File: src/design/hmc_pkg.sv
// Shared widths, codes and reset values for the heater mode controller.
package hmc_pkg;

    localparam int EVENT_W  = 3;
    localparam int TEMP_W   = 14;
    localparam int STEP_W   = 10;
    localparam int CALIB_W  = 16;
    localparam int CURSOR_W = 2;
    localparam int FAULT_W  = 2;
    localparam int MODE_W   = 3;
    localparam int SOFF_W   = 8;
    localparam int CFG_IDX_W  = 3;
    localparam int CFG_DATA_W = 14;

    typedef enum logic [MODE_W-1:0] {
        MODE_IDLE    = 3'd0,
        MODE_WORKING = 3'd1,
        MODE_CALIB   = 3'd2,
        MODE_MENU    = 3'd3,
        MODE_ERROR   = 3'd4
    } mode_t;

    typedef enum logic [FAULT_W-1:0] {
        FAULT_NONE     = 2'd0,
        FAULT_WATCHDOG = 2'd1,
        FAULT_SENSOR   = 2'd2,
        FAULT_OVERTEMP = 2'd3
    } fault_t;

    localparam logic [EVENT_W-1:0] EV_NONE   = 3'd0;
    localparam logic [EVENT_W-1:0] EV_CLICK  = 3'd1;
    localparam logic [EVENT_W-1:0] EV_DOUBLE = 3'd2;
    localparam logic [EVENT_W-1:0] EV_LONG   = 3'd3;
    localparam logic [EVENT_W-1:0] EV_CW     = 3'd4;
    localparam logic [EVENT_W-1:0] EV_CCW    = 3'd5;

    localparam logic [CURSOR_W-1:0] ITEM_PID       = 2'd0;
    localparam logic [CURSOR_W-1:0] ITEM_CALIBRATE = 2'd1;
    localparam logic [CURSOR_W-1:0] ITEM_INFO      = 2'd2;
    localparam logic [CURSOR_W-1:0] ITEM_DEFAULTS  = 2'd3;

    localparam logic [CFG_IDX_W-1:0] CFG_OVERTEMP_LIMIT = 3'd0;
    localparam logic [CFG_IDX_W-1:0] CFG_TARGET_MIN     = 3'd1;
    localparam logic [CFG_IDX_W-1:0] CFG_TARGET_MAX     = 3'd2;
    localparam logic [CFG_IDX_W-1:0] CFG_START_TARGET   = 3'd3;
    localparam logic [CFG_IDX_W-1:0] CFG_START_OFFSET   = 3'd4;

    localparam logic signed [TEMP_W-1:0]  RST_OVERTEMP   = 14'sd4500;
    localparam logic signed [TEMP_W-1:0]  RST_TARGET_MIN = 14'sd1000;
    localparam logic signed [TEMP_W-1:0]  RST_TARGET_MAX = 14'sd4000;
    localparam logic signed [TEMP_W-1:0]  RST_TARGET     = 14'sd3000;
    localparam logic signed [CALIB_W-1:0] RST_OFFSET     = 16'sd0;

    localparam logic signed [CALIB_W-1:0] OFFSET_MAX = 16'sh7FFF;
    localparam logic signed [CALIB_W-1:0] OFFSET_MIN = 16'sh8000;

endpackage

File: src/design/heater_mode_controller.sv
// Heater mode controller: fault checks, mode sequencing, target and calibration handling.
// An item passes two registers, input and result, with the combinational state update between.
// Throughput: one item per cycle unless out_stall holds a full result register.
// in_stall rises only while the result register is full and out_stall holds it.
// Reset: asynchronous, active low; idle mode, no fault, heater off, cursor 0, target 3000,
// offsets 0 and the configuration registers at their documented defaults.
module heater_mode_controller (
    input  logic                                 clk,
    input  logic                                 rst_n,
    input  logic                                 in_valid,
    output logic                                 in_stall,
    input  logic        [hmc_pkg::EVENT_W-1:0]   event_req,
    input  logic signed [hmc_pkg::TEMP_W-1:0]    temperature,
    input  logic                                 sensor_ok,
    input  logic                                 watchdog_fired,
    input  logic        [hmc_pkg::STEP_W-1:0]    encoder_step,
    output logic                                 out_valid,
    input  logic                                 out_stall,
    output logic        [hmc_pkg::MODE_W-1:0]    mode,
    output logic        [hmc_pkg::FAULT_W-1:0]   error_code,
    output logic                                 heater_enable,
    output logic                                 emergency_stop,
    output logic                                 pid_run,
    output logic signed [hmc_pkg::TEMP_W-1:0]    target_temp,
    output logic signed [hmc_pkg::CALIB_W-1:0]   calib_offset,
    output logic signed [hmc_pkg::CALIB_W-1:0]   applied_calib,
    output logic        [hmc_pkg::CURSOR_W-1:0]  menu_item,
    output logic                                 save_request,
    output logic                                 reset_tunings,
    input  logic                                 cfg_valid,
    output logic                                 cfg_ready,
    input  logic        [hmc_pkg::CFG_IDX_W-1:0] cfg_index,
    input  logic        [hmc_pkg::CFG_DATA_W-1:0] cfg_data
);

    import hmc_pkg::*;

    // configuration
    logic signed [TEMP_W-1:0] overtemp_reg;
    logic signed [TEMP_W-1:0] tmin_reg;
    logic signed [TEMP_W-1:0] tmax_reg;

    // controller state
    mode_t                      mode_reg,    mode_next;
    mode_t                      prior_reg,   prior_next;
    fault_t                     fault_reg,   fault_next;
    logic signed [TEMP_W-1:0]   target_reg,  target_next;
    logic signed [CALIB_W-1:0]  offset_reg,  offset_next;
    logic signed [CALIB_W-1:0]  applied_reg, applied_next;
    logic [CURSOR_W-1:0]        cursor_reg,  cursor_next;
    logic                       heat_reg,    heat_next;

    // input register
    logic                       s1_valid_reg;
    logic [EVENT_W-1:0]         s1_event_reg;
    logic signed [TEMP_W-1:0]   s1_temp_reg;
    logic                       s1_sensor_ok_reg;
    logic                       s1_wdog_reg;
    logic [STEP_W-1:0]          s1_step_reg;

    // result register
    logic                       out_valid_reg;
    mode_t                      out_mode_reg;
    fault_t                     out_fault_reg;
    logic                       out_heat_reg;
    logic                       out_estop_reg;
    logic                       out_pid_reg;
    logic signed [TEMP_W-1:0]   out_target_reg;
    logic signed [CALIB_W-1:0]  out_offset_reg;
    logic signed [CALIB_W-1:0]  out_applied_reg;
    logic [CURSOR_W-1:0]        out_cursor_reg;
    logic                       out_save_reg;
    logic                       out_rtun_reg;

    logic                       advance;
    logic                       in_load;
    logic                       estop_next;
    logic                       pid_next;
    logic                       save_next;
    logic                       rtun_next;
    fault_t                     fault_found;
    logic                       go;
    mode_t                      go_mode;
    logic signed [CALIB_W-1:0]  move_sum;
    logic signed [CALIB_W-1:0]  move_hi;
    logic signed [CALIB_W-1:0]  move_clamped;
    logic signed [CALIB_W-1:0]  step_ext;
    logic signed [CALIB_W-1:0]  tmin_ext;
    logic signed [CALIB_W-1:0]  tmax_ext;

    assign advance   = s1_valid_reg && (!out_valid_reg || !out_stall);
    assign in_stall  = s1_valid_reg && !advance;
    assign in_load   = in_valid && !in_stall;
    assign cfg_ready = 1'b1;

    // fault priority: watchdog, sensor, overtemperature
    always_comb
    begin
        if (s1_wdog_reg)
            fault_found = FAULT_WATCHDOG;
        else if (!s1_sensor_ok_reg)
            fault_found = FAULT_SENSOR;
        else if (s1_temp_reg > overtemp_reg)
            fault_found = FAULT_OVERTEMP;
        else
            fault_found = FAULT_NONE;
    end

    // target move with saturation: upper bound first, then lower
    assign step_ext = signed'({{(CALIB_W-STEP_W){1'b0}}, s1_step_reg});
    assign tmin_ext = CALIB_W'(tmin_reg);
    assign tmax_ext = CALIB_W'(tmax_reg);

    always_comb
    begin
        if (s1_event_reg == EV_CCW)
            move_sum = CALIB_W'(target_reg) - step_ext;
        else
            move_sum = CALIB_W'(target_reg) + step_ext;
        move_hi      = (move_sum > tmax_ext) ? tmax_ext : move_sum;
        move_clamped = (move_hi < tmin_ext) ? tmin_ext : move_hi;
    end

    // next state
    always_comb
    begin
        mode_next    = mode_reg;
        prior_next   = prior_reg;
        fault_next   = fault_reg;
        target_next  = target_reg;
        offset_next  = offset_reg;
        applied_next = applied_reg;
        cursor_next  = cursor_reg;
        heat_next    = heat_reg;
        estop_next   = 1'b0;
        pid_next     = 1'b0;
        save_next    = 1'b0;
        rtun_next    = 1'b0;
        go           = 1'b0;
        go_mode      = mode_reg;

        if (fault_found != FAULT_NONE)
        begin
            fault_next = fault_found;
            heat_next  = 1'b0;
            estop_next = 1'b1;
            go         = 1'b1;
            go_mode    = MODE_ERROR;
        end
        else
        begin
            unique case (mode_reg)
                MODE_IDLE:
                begin
                    case (s1_event_reg)
                        EV_CLICK:
                        begin
                            go      = 1'b1;
                            go_mode = MODE_WORKING;
                        end
                        EV_LONG:
                        begin
                            go      = 1'b1;
                            go_mode = MODE_MENU;
                        end
                        EV_CW, EV_CCW: target_next = move_clamped[TEMP_W-1:0];
                        default: ;
                    endcase
                end
                MODE_WORKING:
                begin
                    pid_next = 1'b1;
                    case (s1_event_reg)
                        EV_DOUBLE:
                        begin
                            heat_next = 1'b0;
                            go        = 1'b1;
                            go_mode   = MODE_IDLE;
                        end
                        EV_LONG:
                        begin
                            heat_next = 1'b0;
                            go        = 1'b1;
                            go_mode   = MODE_MENU;
                        end
                        EV_CW, EV_CCW: target_next = move_clamped[TEMP_W-1:0];
                        default: ;
                    endcase
                end
                MODE_CALIB:
                begin
                    case (s1_event_reg)
                        EV_DOUBLE:
                        begin
                            go      = 1'b1;
                            go_mode = prior_reg;
                        end
                        EV_LONG:
                        begin
                            applied_next = offset_reg;
                            save_next    = 1'b1;
                            go           = 1'b1;
                            go_mode      = prior_reg;
                        end
                        EV_CW:
                        begin
                            if (offset_reg != OFFSET_MAX)
                                offset_next = offset_reg + 16'sd1;
                        end
                        EV_CCW:
                        begin
                            if (offset_reg != OFFSET_MIN)
                                offset_next = offset_reg - 16'sd1;
                        end
                        default: ;
                    endcase
                end
                MODE_MENU:
                begin
                    case (s1_event_reg)
                        EV_CLICK:
                        begin
                            if (cursor_reg == ITEM_CALIBRATE)
                            begin
                                go      = 1'b1;
                                go_mode = MODE_CALIB;
                            end
                            else if (cursor_reg == ITEM_DEFAULTS)
                            begin
                                rtun_next    = 1'b1;
                                save_next    = 1'b1;
                                applied_next = '0;
                            end
                        end
                        EV_DOUBLE:
                        begin
                            go      = 1'b1;
                            go_mode = MODE_IDLE;
                        end
                        EV_CW:  cursor_next = cursor_reg + 2'd1;
                        EV_CCW: cursor_next = cursor_reg - 2'd1;
                        default: ;
                    endcase
                end
                MODE_ERROR:
                begin
                    heat_next  = 1'b0;
                    estop_next = 1'b1;
                    if (s1_event_reg == EV_LONG)
                    begin
                        fault_next = FAULT_NONE;
                        go         = 1'b1;
                        go_mode    = MODE_IDLE;
                    end
                end
                default: ;
            endcase
        end

        // mode change: keep the old mode, drive the heater on entry
        if (go && (go_mode != mode_reg))
        begin
            prior_next = mode_reg;
            mode_next  = go_mode;
            if (go_mode == MODE_IDLE)
                heat_next = 1'b0;
            else if (go_mode == MODE_WORKING)
                heat_next = 1'b1;
        end
    end

    // handshake control
    always_ff @(posedge clk or negedge rst_n)
    begin
        if (!rst_n)
        begin
            s1_valid_reg  <= 1'b0;
            out_valid_reg <= 1'b0;
        end
        else
        begin
            if (in_load)
                s1_valid_reg <= 1'b1;
            else if (advance)
                s1_valid_reg <= 1'b0;

            if (advance)
                out_valid_reg <= 1'b1;
            else if (!out_stall)
                out_valid_reg <= 1'b0;
        end
    end

    // state and configuration
    always_ff @(posedge clk or negedge rst_n)
    begin
        if (!rst_n)
        begin
            overtemp_reg <= RST_OVERTEMP;
            tmin_reg     <= RST_TARGET_MIN;
            tmax_reg     <= RST_TARGET_MAX;
            mode_reg     <= MODE_IDLE;
            prior_reg    <= MODE_IDLE;
            fault_reg    <= FAULT_NONE;
            target_reg   <= RST_TARGET;
            offset_reg   <= RST_OFFSET;
            applied_reg  <= RST_OFFSET;
            cursor_reg   <= ITEM_PID;
            heat_reg     <= 1'b0;
        end
        else
        begin
            if (advance)
            begin
                mode_reg    <= mode_next;
                prior_reg   <= prior_next;
                fault_reg   <= fault_next;
                target_reg  <= target_next;
                offset_reg  <= offset_next;
                applied_reg <= applied_next;
                cursor_reg  <= cursor_next;
                heat_reg    <= heat_next;
            end
            if (cfg_valid && cfg_ready)
            begin
                unique case (cfg_index)
                    CFG_OVERTEMP_LIMIT: overtemp_reg <= signed'(cfg_data);
                    CFG_TARGET_MIN:     tmin_reg     <= signed'(cfg_data);
                    CFG_TARGET_MAX:     tmax_reg     <= signed'(cfg_data);
                    CFG_START_TARGET:   target_reg   <= signed'(cfg_data);
                    CFG_START_OFFSET:
                    begin
                        offset_reg  <= CALIB_W'(signed'(cfg_data[SOFF_W-1:0]));
                        applied_reg <= CALIB_W'(signed'(cfg_data[SOFF_W-1:0]));
                    end
                    default: ;
                endcase
            end
        end
    end

    // input and result payload
    always_ff @(posedge clk)
    begin
        if (in_load)
        begin
            s1_event_reg     <= event_req;
            s1_temp_reg      <= temperature;
            s1_sensor_ok_reg <= sensor_ok;
            s1_wdog_reg      <= watchdog_fired;
            s1_step_reg      <= encoder_step;
        end
        if (advance)
        begin
            out_mode_reg    <= mode_next;
            out_fault_reg   <= fault_next;
            out_heat_reg    <= heat_next;
            out_estop_reg   <= estop_next;
            out_pid_reg     <= pid_next;
            out_target_reg  <= target_next;
            out_offset_reg  <= offset_next;
            out_applied_reg <= applied_next;
            out_cursor_reg  <= cursor_next;
            out_save_reg    <= save_next;
            out_rtun_reg    <= rtun_next;
        end
    end

    assign out_valid      = out_valid_reg;
    assign mode           = out_mode_reg;
    assign error_code     = out_fault_reg;
    assign heater_enable  = out_heat_reg;
    assign emergency_stop = out_estop_reg;
    assign pid_run        = out_pid_reg;
    assign target_temp    = out_target_reg;
    assign calib_offset   = out_offset_reg;
    assign applied_calib  = out_applied_reg;
    assign menu_item      = out_cursor_reg;
    assign save_request   = out_save_reg;
    assign reset_tunings  = out_rtun_reg;

    a_heat_only_working: assert property (@(posedge clk) disable iff (!rst_n)
        (out_valid && heater_enable) |-> (mode == MODE_WORKING))
        else $error("heater enabled outside working mode");

    a_fault_means_error: assert property (@(posedge clk) disable iff (!rst_n)
        (out_valid && (error_code != FAULT_NONE)) |-> (mode == MODE_ERROR))
        else $error("fault code held outside error mode");

    a_save_source: assert property (@(posedge clk) disable iff (!rst_n)
        (out_valid && save_request) |->
            ((applied_calib == calib_offset) || (reset_tunings && (applied_calib == '0))))
        else $error("save pulse without a matching applied calibration");

endmodule
File: config.mk
export PLATFORM = sky130hd
export DESIGN_NAME = heater_mode_controller
export DESIGN_NICKNAME = d
export VERILOG_FILES = /design/src/design/hmc_pkg.sv /design/src/design/heater_mode_controller.sv
export SDC_FILE = /design/constraint.sdc
export NUM_CORES = 1
export LEC_CHECK = 0
export BUFFER_PORTS_ARGS = -buffer_cell sky130_fd_sc_hd__buf_2
export CAP_MARGIN = 20
export CORE_ASPECT_RATIO = 0.9
export CORE_MARGIN = 5
export CORE_UTILIZATION = 65
export CTS_CLUSTER_SIZE = 20
export DETAILED_ROUTE_END_ITERATION = 6
export GPL_ROUTABILITY_DRIVEN = 0
export MAX_ROUTING_LAYER = met4
export PLACE_DENSITY = 0.84
export SLEW_MARGIN = 0
export SYNTH_ARGS = -nofsm -noshare
export SYNTH_HDL_FRONTEND = slang
export SYNTH_SLANG_ARGS = --single-unit
File: constraint.sdc
create_clock -name clk -period 13.3 [get_ports clk]
set_input_delay 1.33 -clock clk [delete_from_list [all_inputs] [get_ports clk]]
set_output_delay 1.33 -clock clk [all_outputs]
set_load 0.1 [all_outputs]
==> results of run 1 <==
-- worst max-delay path, cell delays in order (launching register included) --
cell	delay (ns)
edfxtp_1	0.87
nand2_1	0.50
o31ai_1	0.23
xor2_1	0.20
ha_1	0.31
o21a_1	0.21
o31a_1	0.15
o221ai_1	0.26
nand2_1	0.08
a21o_1	0.15
a21oi_1	0.18
xnor2_1	0.14
ha_1	0.37
nand3_2	0.11
or4_4	0.55
a21o_1	0.21
nand3_1	0.09
a21o_1	0.62
mux2_2	0.43
ha_1	0.30
a21o_1	0.21
a21o_1	0.19
a211oi_1	0.23
o211ai_1	0.19
a211oi_1	0.47
o31a_1	0.67
a211oi_1	0.15
o31ai_1	0.30
-- synthesized netlist by cell type (all sizes together) (13+ instances only) --
library cell  count
a21o             17
clkbuf           41
xor2             14
mux2             24
nand2           134
a21oi            47
o31ai            20
o211ai           17
nor3             19
ha               64
nor2b            14
edfxtp           87
a211oi           13
nor2             76
xnor2            28
dfstp            24
a221o            13
inv              63
nand4            14
dfrtp            77
nand3            15
o21ai            98
buf              19
-- cell families (layout without fill, tap and decap cells) --
kind of cell / after synthesis / in the layout / synth area share [%]
simple gates: 341 / 341 / 15.0
xor+xnor: 42 / 42 / 3.33
other cells: 1 / 1 / 0.0340
buf+inv: 124 / 215 / 4.69
fa+ha+maj: 65 / 65 / 7.44
mux: 28 / 28 / 2.88
compound gates: 322 / 322 / 19.8
flops: 188 / 188 / 46.8
-- through the flow --
stage                     std cells  hold WS (ns)  cell area, um^2
after global placement         1380         0.462            11600
after global routing           1413         0.519            12200
final                          1413         0.489            12200
after detailed placement       1380         0.463            11600
after floorplan                1111         0.446            11000
after CTS                      1412         0.483            12200
-- layout make-up --
class,instances,area (um^2)
Tap cell,211,264
Clock buffer,18,429
Inverter,64,240
Timing Repair Buffer,119,628
Multi-Input combinational cell,799,5350
Sequential cell,188,5170
Clock inverter,14,114
Fill cell,1205,4590
-- report_power, final --
group / switching [W] / total [W] / internal, W / leakage (nW)
Sequential: 0.0000906 / 0.000812 / 0.000722 / 2.02
Combinational: 0.000674 / 0.00101 / 0.000337 / 2.85
Clock: 0.000225 / 0.000483 / 0.000258 / 0.269
Total: 0.000990 / 0.00231 / 0.00132 / 5.13
-- final timing paths --
path | to | slack [ns]
setup reg to reg | target_temp[13] | 4.75
hold reg to reg | fault_reg[0] | 0.49
max in group asynchronous | prior_reg[1] | 11.21
setup / recovery | target_temp[13] | 4.75
min in group asynchronous | target_reg[13] | 0.83
hold / removal | fault_reg[0] | 0.49
-- metal layers --
| layer | up-vias | wire length, um |
|---|---|---|
| li1 | 4233 | - |
| met1 | 4436 | 12000 |
| met2 | 585 | 12900 |
| met3 | 57 | 3270 |
| met4 | 0 | 570 |
| met5 | - | 0 |
==> key figures, run 1 <==
Outcome
  – Status: complete, no violations

STA
  – Period Utilization, post-route: 64.3%
  – Max-slew headroom: 18.7%
  – Clk_skew: 0.0140 ns
  – Fin. Hold Viols: 0
  – Final worst setup slack: 4.75 ns
  – Worst-margin pin slew: 1.21 ns
  – Count of pins over their slew limit: 0
  – Endpoints failing setup: 0
  – Clock period minus worst slack: 8.55 ns
  – RSZ-0062 raised after global routing: no
  – Setup TNS: 0 ns
  – Maximum clock frequency: 0.117 GHz

Routing
  – First DRT Iteration DRCs: 1257
  – DRC Markers: 0
  – Final wirelength: 28700 um
  – DRT Pass-1 Iters: 7
  – Post-route ant nets: 0
  – Vias: 9311
  – DR WL/cell: 20.3 um
  – DR vias/cell: 6.59

Hold path
  – Min-Delay Path Class: flip-flop to flip-flop
  – Hold Path Cell Cnt: 2
  – Min-delay src: fault_reg[0]

Finish
  – Layout cells sized above 1: 18.0%
  – Leading cell type in the layout, fill and taps excluded: nand2_1
  – # diodes: 0
  – Most frequent cells in the layout: nand2_1 (134), buf_2 (109), o21ai_0 (91)
  – Nets@finish: 1305
  – Area delta synth->final: 10.5%
  – Fin util: 72.7%

Clock tree
  – CTS tree: yes
  – Clk slew on worst S/H paths: 0.07 ns
  – PostCTS Resize Cnt: 0
  – Clock sink total: 188
  – Hold-fix buffers at CTS: 0
  – Clock latency on the worst-skew pair: 0.44 ns
  – # H-tree levels: 4
  – Post CTS Setup Buffer Count: 0
  – Root buf cell: clkbuf_16
  – CTS max path bufs: 2
  – TritonCTS Buffers: 17

Global routing
  – Initial antenna violation count: 0
  – Largest net degree at the start of global routing: 70
  – Grt ovf: 0
  – Grt met1 use: 42.1%
  – Most crowded layer after global routing: met2
  – Total track usage: 30.0%
  – Grt met3 use: 6.50%
  – Met2 usage: 44.7%
  – First-pass GRT wire length: 46000 um
  – Vias in the first global route: 8909

Floorplanning
  – Starting density of the core: 65.8%
  – Die height: 134 um
  – Row cnt: 45
  – Die area: 0.0197 mm^2
  – CORE AREA: 0.0168 mm^2
  – I/O pin total: 112
  – Horiz. Die Dim: 147 um

Synthesis
  – Netlist cell types: 80
  – FFs w/ async S/R, synth: 53.7%
  – EDFF count, synth: 87
  – Sequential area share after synthesis: 46.8%
  – Ys flop type: edfxtp_1
  – Cell accounting for the most synthesized area: edfxtp_1
  – Synth area leaders: edfxtp_1 (24%), dfrtp_1 (17%), ha_1 (7.3%)
  – Syn avg cell area: 9.93 um^2
  – Yosys synthesis warning count: 0
  – Synthesized area: 0.0110 mm^2
  – Post-Syn Nets: 1227
  – Top cell type's share of synthesized area: 23.7%
  – Seq cells post-synth: 188
  – Post-Synthesis Cells: 1111

Pwr
  – Leak: 5.13 nW
  – Peak supply drop: 0.141 mV
  – PD cells: 189 mW/mm^2
  – Total power: 0.00231 W

Setup path
  – Critical-path maximum fanout: 21
  – Crit. End Element: flip-flop
  – Critical path class: flip-flop to flip-flop
  – R2R cell count: 27
  – CP startpoint: s1_event_reg[0]
  – WP data required: 13.55 ns
  – Reg2Reg Launch Point: s1_event_reg[0]
  – Worst path arrival time: 8.80 ns
  – Startpoint types: flip-flop

Placement
  – DP HPWL: 19900 um
  – Pre-CTS WS: 4.95 ns
  – Port Buffers: 110

Run
  – Max Cap Viol: 0
No activity file was read; power rests on OpenSTA's default activity.
==> run 2, diff against run 1 <==
--- a/config.mk
+++ b/config.mk
@@ -9,12 +9,12 @@
 export CAP_MARGIN = 20
 export CORE_ASPECT_RATIO = 0.9
 export CORE_MARGIN = 5
-export CORE_UTILIZATION = 65
+export CORE_UTILIZATION = 60
 export CTS_CLUSTER_SIZE = 20
 export DETAILED_ROUTE_END_ITERATION = 6
 export GPL_ROUTABILITY_DRIVEN = 0
 export MAX_ROUTING_LAYER = met4
-export PLACE_DENSITY = 0.84
+export PLACE_DENSITY = 0.78
 export SLEW_MARGIN = 0
 export SYNTH_ARGS = -nofsm -noshare
 export SYNTH_HDL_FRONTEND = slang
==> constraint.sdc (replaced) <==
create_clock -name clk -period 7.9 [get_ports clk]
set_input_delay 0.79 -clock clk [delete_from_list [all_inputs] [get_ports clk]]
set_output_delay 0.79 -clock clk [all_outputs]
set_load 0.1 [all_outputs]
==> key figures, run 2 (synthesized netlist as in run 1, its figures left out) <==
Setup path
  – WP data required: 8.14 ns
  – Crit. End Element: flip-flop
  – Reg2Reg Setup Slack: 0.30 ns
  – R2R cell count: 28
  – Critical path's slowest cell: or4_4
  – RR Endpoint: target_temp[5]
  – Critical path class: flip-flop to flip-flop
  – Critical path's most frequent cell: a21o_1
  – Critical-path maximum fanout: 14
  – CP Depth: 28
  – Reg2Reg Launch Point: s1_event_reg[1]
  – CP max stage delay: 0.56 ns
  – Worst path arrival time: 7.84 ns
  – Largest delay contributor family on the critical path: compound AO/OA/AOI/OAI gates
  – CP startpoint: s1_event_reg[1]
  – Crit path buffers/inverters: 1
  – Startpoint types: flip-flop

Pwr
  – PD cells: 315 mW/mm^2
  – Peak supply drop: 0.217 mV
  – Leak: 5.15 nW
  – Total power: 0.00386 W

Routing
  – Post-route ant nets: 0
  – DR vias/cell: 6.28
  – First DRT Iteration DRCs: 994
  – DR WL/cell: 19.2 um
  – Vias: 9127
  – DRC Markers: 7
  – Final wirelength: 27900 um
  – DRT Pass-1 Iters: 7

STA
  – Max-slew headroom: 29.0%
  – Maximum clock frequency: 0.132 GHz
  – Setup TNS: 0 ns
  – Clock period minus worst slack: 7.60 ns
  – Count of pins over their slew limit: 0
  – Clk_skew: 0.0150 ns
  – Period Utilization, post-route: 96.3%
  – Endpoints failing setup: 0
  – Fin. Hold Viols: 0
  – Worst-margin pin slew: 1.06 ns
  – RSZ-0062 raised after global routing: no

Floorplanning
  – Die height: 139 um
  – I/O pin total: 112
  – Horiz. Die Dim: 153 um
  – CORE AREA: 0.0182 mm^2
  – Row cnt: 47
  – Die area: 0.0212 mm^2
  – Starting density of the core: 60.5%

Finish
  – Multi-input gate area: 0.00535 mm^2
  – Layout cells sized above 1: 18.5%
  – Most frequent cells in the layout: nand2_1 (133), buf_2 (109), o21ai_0 (91)
  – # fillers: 1452
  – Fin util: 67.4%
  – Final instance area: 0.0123 mm^2
  – Nets@finish: 1310
  – Leading cell type in the layout, fill and taps excluded: nand2_1
  – Area delta synth->final: 11.3%
  – Sequential Area: 0.00517 mm^2

Outcome
  – Failing checks: DRC
  – Status: finished with violations

Clock tree
  – CTS tree: yes
  – Clock latency on the worst-skew pair: 0.44 ns
  – CTS max path bufs: 2
  – TritonCTS Buffers: 17
  – Clock sink total: 188
  – Root buf cell: clkbuf_16
  – # H-tree levels: 4
  – Clk slew on worst S/H paths: 0.07 ns

Global routing
  – Total track usage: 26.8%
  – Grt ovf: 0
  – Largest net degree at the start of global routing: 63
  – Initial antenna violation count: 2
  – Vias in the first global route: 8485
  – First-pass GRT wire length: 44400 um

Placement
  – Post-DP Area: 0.0117 mm^2
  – DP HPWL: 19900 um
  – Port Buffers: 110

Hold path
  – Min-Delay Path Class: input port to async pin

Run
  – Max Cap Viol: 0
[run 2: changes by cell type in the layout (fill, tap and decap cells not counted), sizes merged]
cell	before	now
bufinv	1	0
clkbuf	18	22
inv	70	68
buf	119	123
diode	0	2
[run 2: worst max-delay path by stage]
stage / end / slack [ns]
final: target_temp[5] / 0.30
after global routing: target_temp[8] / 0.002
after floorplan: target_temp[7] / 1.05
after detailed placement: target_temp[8] / 0.23
after global placement: target_temp[9] / 0.43
after CTS: target_temp[8] / 0.22
[run 2: area by class of cell]
| cell class | count | share of cell area, % |
|---|---|---|
| diodes | 2 | 0.0408 |
| clock buffers | 21 | 3.76 |
| well taps | 245 | 2.50 |
| repair buffers | 124 | 5.39 |
| inverters | 64 | 1.96 |
| clock inverters | 11 | 0.662 |
| multi-input cells | 799 | 43.6 |
| flip-flops and latches | 188 | 42.1 |
[run 2: metal layers]
metal / GRT usage [%] / routed length (um) / vias to the layer above
li1: - / - / 4244
met1: 37.8 / 12200 / 4300
met2: 38.1 / 11900 / 519
met3: 7.61 / 3230 / 64
met4: 7.55 / 548 / 0
met5: - / 0 / -
[run 2: where the power goes]
part	total, W	switching, W	internal [W]
clock network	0.000802	0.000378	0.000425
logic	0.00170	0.00111	0.000583
registers	0.00136	0.000148	0.00121
[run 2: timing repair]
action,CTS,global route
setup buffers,0,0
hold buffers,0,0
setup endpoints to repair,0,25
resized for setup,0,2
[run 2: worst register-to-register path: cells and delay by family, from the launching register on]
family	cells	cell delay (ns)
AOI/OAI and AO/OA	13	3.20
xor gates and xnor gates	2	0.27
adders and majority gates	3	0.97
buffers and inverters	1	0.18
DFF	1	0.52
muxes	1	0.31
and+or+nand+nor	8	1.94
[run 2: metrics by stage]
| step | hold WS (ns) | std cells | setup WS (ns) |
|---|---|---|---|
| floorplan | 0.446 | 1111 | 1.05 |
| global placement | 0.459 | 1418 | 0.432 |
| detailed placement | 0.471 | 1419 | 0.234 |
| CTS | 0.330 | 1451 | 0.222 |
| global route | 0.363 | 1454 | 0.00247 |
| finish | 0.323 | 1454 | 0.296 |
